==> src/hdl/ptd_pkg.sv <==
// ptd_pkg: shared types and constants of the periodic task dispatcher
// sizes of the slot table, stream payload widths, codes and the result record
// depends on nothing; imported by periodic_task_dispatcher_core
package ptd_pkg;

    // slot table
    localparam int MAX_SLOTS   = 8;
    localparam int RESULTS_MAX = 8;
    localparam int SLOT_IDX_W  = (MAX_SLOTS > 1) ? $clog2(MAX_SLOTS) : 1;
    localparam int SLOT_CNT_W  = $clog2(MAX_SLOTS + 1);
    localparam int DISP_CNT_W  = $clog2(RESULTS_MAX + 1);

    // field widths
    localparam int TIME_W     = 32;
    localparam int TASK_IDX_W = 3;
    localparam int STATUS_W   = 2;

    // stream payloads, packed from bit 0 and padded to whole bytes
    localparam int IN_FIELDS_W  = TIME_W + TIME_W + 1;
    localparam int IN_TDATA_W   = ((IN_FIELDS_W + 7) / 8) * 8;
    localparam int OUT_FIELDS_W = TASK_IDX_W + STATUS_W + 3 * TIME_W;
    localparam int OUT_TDATA_W  = ((OUT_FIELDS_W + 7) / 8) * 8;

    // request kind on s_tuser
    localparam logic KIND_TICK = 1'b0;
    localparam logic KIND_ADD  = 1'b1;

    // result kind on m_tuser
    localparam logic RKIND_DISPATCH = 1'b0;
    localparam logic RKIND_ADD      = 1'b1;

    typedef enum logic [STATUS_W-1:0] {
        ADD_OK      = 2'd0,
        ADD_FULL    = 2'd1,
        ADD_INVALID = 2'd2
    } add_status_t;

    typedef enum logic [1:0] {
        S_IDLE,
        S_ADD,
        S_SCAN,
        S_FLUSH
    } state_t;

    typedef struct packed {
        logic                  rkind;
        logic [TASK_IDX_W-1:0] task_idx;
        add_status_t           status;
        logic [TIME_W-1:0]     lateness;
        logic [TIME_W-1:0]     runs;
        logic [TIME_W-1:0]     worst;
        logic                  last;
    } result_t;

endpackage

==> src/hdl/periodic_task_dispatcher_core.sv <==
// periodic_task_dispatcher_core: slot table of periodic tasks with add and tick requests
// holds the slot storage, the scan sequencer and the shared slot datapath
// depends on ptd_pkg
//
// A request on the s_ stream is either an add (s_tuser high) or a tick (s_tuser low).
// An add takes the next free slot, due at now plus period, and answers with a single
// status result; a full table is reported before a zero period or a missing handler.
// A tick walks the slots in index order, one slot per clock unless the output stalls,
// through one shared subtract, compare and add datapath, and gives one dispatch result
// for every enabled slot whose due time has been reached (now minus due, read as signed,
// not negative); that slot's run count, worst lateness and due time are updated as it is
// dispatched. m_tlast marks the final result of a request; a tick with nothing due gives
// no result. The block takes one request at a time: an add is accepted, then answers;
// a tick is accepted, steps through each slot, ends the scan and hands over the final
// result; both wait while m_tready holds the output register. The next request is taken
// as soon as the last result sits in the output register, before it has been taken
// downstream.
// There are no configuration registers; reset disables every slot.
module periodic_task_dispatcher_core (
    input  logic                           aclk,
    input  logic                           aresetn,
    // request stream
    input  logic                           s_tvalid,
    output logic                           s_tready,
    // now[31:0], period[63:32], handler_present[64], zero pad
    input  logic [ptd_pkg::IN_TDATA_W-1:0] s_tdata,
    // kind
    input  logic                           s_tuser,
    // result stream
    output logic                           m_tvalid,
    input  logic                           m_tready,
    // task_index[2:0], add_status[4:3], lateness_ms[36:5], run_count[68:37],
    // worst_lateness_ms[100:69], zero pad
    output logic [ptd_pkg::OUT_TDATA_W-1:0] m_tdata,
    // result_kind
    output logic                           m_tuser,
    // last
    output logic                           m_tlast
);
    import ptd_pkg::*;

    // sequencer
    state_t state_reg, state_next;

    // captured request
    logic [TIME_W-1:0] now_reg;
    logic [TIME_W-1:0] period_reg;
    logic              handler_reg;

    // slot table
    logic [TIME_W-1:0]    period_mem [MAX_SLOTS];
    logic [TIME_W-1:0]    due_mem    [MAX_SLOTS];
    logic [TIME_W-1:0]    run_mem    [MAX_SLOTS];
    logic [TIME_W-1:0]    worst_mem  [MAX_SLOTS];
    logic [MAX_SLOTS-1:0] enabled_reg;
    logic [SLOT_CNT_W-1:0] slots_used_reg;

    // scan position and dispatch count of the current tick
    logic [SLOT_CNT_W-1:0] idx_reg, idx_next;
    logic [DISP_CNT_W-1:0] cnt_reg, cnt_next;

    // held dispatch waiting to learn whether it is the final one, and the output register
    result_t pend_reg, pend_next;
    logic    pend_valid_reg, pend_valid_next;
    result_t out_reg, out_next;
    logic    m_valid_reg, m_valid_next;

    logic s_accept;
    logic out_free;
    logic scan_end;

    // shared slot datapath
    logic [SLOT_IDX_W-1:0] sel;
    logic [SLOT_IDX_W-1:0] add_slot;
    logic [TIME_W-1:0]     sum_a, sum_b, sum;
    logic [TIME_W-1:0]     late;
    logic                  slot_due;
    logic [TIME_W-1:0]     runs_new;
    logic [TIME_W-1:0]     worst_new;
    logic [31:0]           sel_wide;
    logic [31:0]           add_wide;

    // control of the current cycle
    logic hit;
    logic advance;
    logic add_write;

    assign s_tready = (state_reg == S_IDLE);
    assign s_accept = s_tvalid && s_tready;
    assign out_free = !m_valid_reg || m_tready;
    assign scan_end = (idx_reg == SLOT_CNT_W'(MAX_SLOTS))
                   || (cnt_reg == DISP_CNT_W'(RESULTS_MAX));

    assign sel      = idx_reg[SLOT_IDX_W-1:0];
    assign add_slot = slots_used_reg[SLOT_IDX_W-1:0];
    assign sel_wide = 32'(idx_reg);
    assign add_wide = 32'(slots_used_reg);

    // one adder: now plus period on an add, due plus period on a dispatch
    assign sum_a = (state_reg == S_ADD) ? now_reg : due_mem[sel];
    assign sum_b = (state_reg == S_ADD) ? period_reg : period_mem[sel];
    assign sum   = sum_a + sum_b;

    // wrap-safe due test: difference read as signed is not negative
    assign late      = now_reg - due_mem[sel];
    assign slot_due  = enabled_reg[sel] && !late[TIME_W-1];
    assign runs_new  = run_mem[sel] + TIME_W'(1);
    assign worst_new = (late > worst_mem[sel]) ? late : worst_mem[sel];

    // next state
    always_comb begin
        state_next = state_reg;
        case (state_reg)
            S_IDLE: begin
                if (s_accept) begin
                    state_next = (s_tuser == KIND_ADD) ? S_ADD : S_SCAN;
                end
            end
            S_ADD: begin
                if (out_free) begin
                    state_next = S_IDLE;
                end
            end
            S_SCAN: begin
                if (scan_end) begin
                    state_next = S_FLUSH;
                end
            end
            S_FLUSH: begin
                if (!pend_valid_reg || out_free) begin
                    state_next = S_IDLE;
                end
            end
            default: state_next = S_IDLE;
        endcase
    end

    // datapath control and result formation
    always_comb begin
        hit             = 1'b0;
        advance         = 1'b0;
        add_write       = 1'b0;
        idx_next        = idx_reg;
        cnt_next        = cnt_reg;
        pend_next       = pend_reg;
        pend_valid_next = pend_valid_reg;
        out_next        = out_reg;
        m_valid_next    = m_valid_reg && !m_tready;
        case (state_reg)
            S_IDLE: begin
                if (s_accept) begin
                    idx_next = '0;
                    cnt_next = '0;
                end
            end
            S_ADD: begin
                if (out_free) begin
                    out_next.rkind    = RKIND_ADD;
                    out_next.task_idx = '0;
                    out_next.lateness = '0;
                    out_next.runs     = '0;
                    out_next.worst    = '0;
                    out_next.last     = 1'b1;
                    if (slots_used_reg >= SLOT_CNT_W'(MAX_SLOTS)) begin
                        out_next.status = ADD_FULL;
                    end else if (!handler_reg || (period_reg == '0)) begin
                        out_next.status = ADD_INVALID;
                    end else begin
                        out_next.status   = ADD_OK;
                        out_next.task_idx = add_wide[TASK_IDX_W-1:0];
                        add_write         = 1'b1;
                    end
                    m_valid_next = 1'b1;
                end
            end
            S_SCAN: begin
                if (!scan_end) begin
                    if (!slot_due) begin
                        advance = 1'b1;
                    end else if (!pend_valid_reg || out_free) begin
                        advance = 1'b1;
                        hit     = 1'b1;
                    end
                end
                if (advance) begin
                    idx_next = idx_reg + SLOT_CNT_W'(1);
                end
                if (hit) begin
                    cnt_next = cnt_reg + DISP_CNT_W'(1);
                    // an earlier dispatch now known not to be the final one
                    if (pend_valid_reg) begin
                        out_next      = pend_reg;
                        out_next.last = 1'b0;
                        m_valid_next  = 1'b1;
                    end
                    pend_next.rkind    = RKIND_DISPATCH;
                    pend_next.task_idx = sel_wide[TASK_IDX_W-1:0];
                    pend_next.status   = ADD_OK;
                    pend_next.lateness = late;
                    pend_next.runs     = runs_new;
                    pend_next.worst    = worst_new;
                    pend_next.last     = 1'b0;
                    pend_valid_next    = 1'b1;
                end
            end
            S_FLUSH: begin
                if (pend_valid_reg && out_free) begin
                    out_next        = pend_reg;
                    out_next.last   = 1'b1;
                    m_valid_next    = 1'b1;
                    pend_valid_next = 1'b0;
                end
            end
            default: ;
        endcase
    end

    // control registers
    always_ff @(posedge aclk) begin
        if (!aresetn) begin
            state_reg      <= S_IDLE;
            m_valid_reg    <= 1'b0;
            pend_valid_reg <= 1'b0;
            enabled_reg    <= '0;
            slots_used_reg <= '0;
            idx_reg        <= '0;
            cnt_reg        <= '0;
        end else begin
            state_reg      <= state_next;
            m_valid_reg    <= m_valid_next;
            pend_valid_reg <= pend_valid_next;
            idx_reg        <= idx_next;
            cnt_reg        <= cnt_next;
            if (add_write) begin
                enabled_reg[add_slot] <= 1'b1;
                slots_used_reg        <= slots_used_reg + SLOT_CNT_W'(1);
            end
        end
    end

    // payload registers and slot storage
    always_ff @(posedge aclk) begin
        if (s_accept) begin
            now_reg     <= s_tdata[TIME_W-1:0];
            period_reg  <= s_tdata[2*TIME_W-1:TIME_W];
            handler_reg <= s_tdata[2*TIME_W];
        end
        pend_reg <= pend_next;
        out_reg  <= out_next;
        // a new slot starts with clear counters
        if (add_write) begin
            period_mem[add_slot] <= period_reg;
            due_mem[add_slot]    <= sum;
            run_mem[add_slot]    <= '0;
            worst_mem[add_slot]  <= '0;
        end
        if (hit) begin
            due_mem[sel]   <= sum;
            run_mem[sel]   <= runs_new;
            worst_mem[sel] <= worst_new;
        end
    end

    assign m_tvalid = m_valid_reg;
    assign m_tuser  = out_reg.rkind;
    assign m_tlast  = out_reg.last;
    assign m_tdata  = {
        (OUT_TDATA_W - OUT_FIELDS_W)'(0),
        out_reg.worst,
        out_reg.runs,
        out_reg.lateness,
        out_reg.status,
        out_reg.task_idx
    };

endmodule
==> config.mk <==
export PLATFORM = sky130hd
export DESIGN_NAME = periodic_task_dispatcher_core
export DESIGN_NICKNAME = d
export VERILOG_FILES = /design/src/hdl/ptd_pkg.sv /design/src/hdl/periodic_task_dispatcher_core.sv
export SDC_FILE = /design/constraint.sdc
export NUM_CORES = 1
export LEC_CHECK = 0
export BUFFER_PORTS_ARGS = -buffer_cell sky130_fd_sc_hd__buf_2
export CORE_MARGIN = 8
export CORE_UTILIZATION = 51
export CTS_CLUSTER_SIZE = 8
export DETAILED_ROUTE_END_ITERATION = 6
export PLACE_DENSITY = 0.68
export SETUP_SLACK_MARGIN = 0.2
export SYNTH_ARGS = -nofsm -noshare
export SYNTH_HDL_FRONTEND = slang
export SYNTH_SLANG_ARGS = --single-unit
export TNS_END_PERCENT = 1
==> constraint.sdc <==
create_clock -name aclk -period 22.2 [get_ports aclk]
set_input_delay 0 -clock aclk [delete_from_list [all_inputs] [get_ports aclk]]
set_output_delay 0 -clock aclk [all_outputs]
set_load 0.01 [all_outputs]
==> out/metrics.csv <==
stage,metric,value,unit
detailed_routing,num_vias,28500,
yosys,async_flop_share,0,%
detailed_routing,ant_nets,0,
setup_path,cp_slowest_stage_delay,0.95,ns
clock_tree,clkSinkCount,1318,
sta,max_freq,105,MHz
yosys,syn_area_per_cell,18.5,sq um
detailed_routing,vias_per_cell,5.96,
floorplanning,die_h,342,um
yosys,seq_area_frac_synth,72.4,%
clock_tree,cts_setup_buffers,0,
sta,fin_skew,0.0325,ns
setup_path,cp_num_buf_inv,5,
floorplanning,row_count,119,
place,routabilityCongestion,0.849,
setup_path,cp.arrival,9.98,ns
clock_tree,cts_buffer_depth,3,
place,placed_area,0.0568,sq mm
sta,min_period,9.49,ns
setup_path,endpoint_kind,flop,
power_and_ir_drop,p_leak,20.6,nW
yosys,synth_edf_count,1291,
finish,fin_util,59.9,%
grt,grt.overflow.total,0,
min_path,min_to,now_reg[19]$_DFFE_PP_,
setup_path,reg2reg_slack,12.71,ns
setup_path,cp-start-kind,flop,
grt,antenna_found_initial,3,
yosys,ys.flop_type,edfxtp_1,
place,dp_hpwl,71.3,mm
detailed_routing,firstDrtPassIters,5,
clock_tree,clk_latency,0.77,ns
power_and_ir_drop,power_density,92.2,mW/mm^2
setup_path,worstPathMaxFanout,72,
clock_tree,cts_tree,done,
clock_tree,clockRootBuffer,clkbuf_16,
place,pre_cts_slack,12.77,ns
yosys,synth_area,0.0543,sq mm
yosys,yosys_warnings,0,
sta,finalHoldViolations,0,
sta,tightestPinTransition,1.13,ns
yosys,synth.ff_latch_count,1318,
setup_path,slowest_stage,buf_4,
power_and_ir_drop,irDropWorstVdd,0.0798,mV
sta,fin_crit_sh,42.7,%
setup_path,cpMostUsedCell,buf_4,
sta,final-setup-viol-count,0,
sta,rsz0062_at_grt,false,
grt,grt_use_total,21.0,%
finish,final_design_area_no_fill,0.0632,sq mm
grt,grt_max_degree,108,
yosys,synthCells,2930,
sta,slew_viol_final,0,
run,cap_viol_max_count,0,
setup_path,worst-setup-path-type,flop to flop,
min_path,min_from,s_tdata[19],
floorplanning,core_area,0.105,sq mm
detailed_routing,wl,124,mm
grt,first_global_vias,30000,
clock_tree,cts.clk_slew.worst_paths,0.05,ns
finish,num_antenna_cells,0,
detailed_routing,drt_iter0_markers,2382,
run_status,status,completed,
min_path,hold_depth,2,
setup_path,regToRegEndpoint,worst_mem[2][21]$_DFFE_PP_,
detailed_routing,drc_errors,0,
sta,maxSlewHeadroom,24.9,%
clock_tree,cts-resized-gates,0,
min_path,hold_class,primary input to flop,
floorplanning,start_util,51.5,%
floorplanning,die_w,342,um
clock_tree,htree_levels,4,
clock_tree,hold_buffers,137,
finish,syn2layout_area_growth,16.4,%
setup_path,cp.required,22.69,ns
place,io_buffer_count,174,
finish,final_nets,3526,
finish,final_cells,4776,
floorplanning,io_pins,185,
grt,grt_pass1_wl,185,mm
finish,drive_gt1_share,21.9,%
yosys,ys_types,76,
sta,setup_ws,12.71,ns
place,dp.cells,4415,
sta,fin_tns_setup,0,ns
detailed_routing,post_drt_wl_per_cell,25.9,um
setup_path,worstRegToRegCells,25,
setup_path,critical-path-top-delay-family,buffers and inverters,
clock_tree,numCtsBuffers,183,
floorplanning,die_area,0.117,sq mm
through the flow:
step	hold slack, ns	total power, mW
finish	0.0628	5.82
CTS	0.00650	5.86
detailed placement	0.178	3.39
global route	0.0218	6.01
global placement	0.177	3.37
floorplan	0.0989	3.23
how the worst max path moves through the flow:
stage | start | endpoint | cells past startpoint
after floorplan | flop | due_mem[1][0]$_DFFE_PP_ | 23
after global placement | flop | worst_mem[2][21]$_DFFE_PP_ | 25
after detailed placement | flop | worst_mem[2][21]$_DFFE_PP_ | 25
after CTS | flop | worst_mem[1][21]$_DFFE_PP_ | 25
after global routing | flop | worst_mem[1][21]$_DFFE_PP_ | 25
final | flop | worst_mem[2][21]$_DFFE_PP_ | 25
area by class of cell:
| type | count | area, sq um |
|---|---|---|
| Tap cell | 1391 | 1740 |
| Inverter | 58 | 220 |
| Multi-Input combinational cell | 1429 | 14300 |
| Timing Repair Buffer | 356 | 2610 |
| Fill cell | 7526 | 42200 |
| Sequential cell | 1318 | 39300 |
| Clock buffer | 211 | 4760 |
| Clock inverter | 13 | 209 |
kinds of logic (layout without fill, tap and decap cells):
| logic type | count (synthesis) | count (layout) | synth area share [%] |
|---|---|---|---|
| compound gates | 323 | 323 | 3.71 |
| xor+xnor | 89 | 89 | 1.44 |
| fa+ha+maj | 103 | 103 | 2.40 |
| buf+inv | 185 | 638 | 1.55 |
| flops | 1318 | 1318 | 72.4 |
| mux | 412 | 412 | 13.6 |
| other cells | 1 | 3 | 0.00691 |
| simple gates | 499 | 499 | 4.83 |
routing by layer:
layer | routed length [um] | vias up | global-route usage [%]
li1 | - | 12500 | -
met1 | 52000 | 14700 | 28.8
met2 | 60200 | 1088 | 34.6
met3 | 8860 | 191 | 4.02
met4 | 2720 | 0 | 5.97
met5 | 0 | - | 0
power by group:
part / internal, mW / switching (mW)
registers: 2.83 / 0.0273
logic: 0.191 / 0.320
clock network: 1.49 / 0.972
layout by cell type, fill, tap and decap left out, drive strengths merged, types with 14 or more instances in the layout:
| cell type | n |
|---|---|
| a21o | 37 |
| a21oi | 105 |
| and2 | 130 |
| and3 | 31 |
| buf | 219 |
| clkbuf | 211 |
| dfxtp | 27 |
| dlygate4sd3 | 137 |
| edfxtp | 1291 |
| ha | 101 |
| inv | 62 |
| mux2 | 15 |
| mux2i | 139 |
| mux4 | 258 |
| nand2 | 108 |
| nand3 | 20 |
| nor2 | 103 |
| nor2b | 14 |
| nor3 | 17 |
| o21a | 24 |
| o21ai | 77 |
| or2 | 14 |
| xnor2 | 60 |
| xor2 | 29 |
cells in the mapped netlist (16+ instances only):
library cell | instances | area [sq um]
nor2_1 | 102 | 383
o21a_1 | 24 | 180
clkbuf_1 | 65 | 244
dfxtp_1 | 27 | 541
a21o_1 | 37 | 278
mux4_2 | 250 | 5630
nand2_1 | 108 | 405
and3_1 | 31 | 194
edfxtp_1 | 1291 | 38800
mux2i_1 | 138 | 1380
inv_1 | 56 | 210
xor2_1 | 29 | 254
a21oi_1 | 104 | 521
ha_1 | 101 | 1260
xnor2_1 | 60 | 526
buf_1 | 16 | 60.1
buf_2 | 32 | 160
and2_1 | 130 | 813
nand3_1 | 19 | 95.1
o21ai_0 | 76 | 380
worst reg2reg max path: cells and delay by family, from the launching register on:
kind	cells	cell delay [ns]
xor gates and xnor gates	1	0.16
and+or+nand+nor	6	1.18
AOI/OAI and AO/OA	9	2.56
adders and majority gates	2	0.70
buffers and inverters	5	3.04
muxes	2	0.70
DFF	1	0.88
Note: power is estimated with default switching activity, not from simulation.
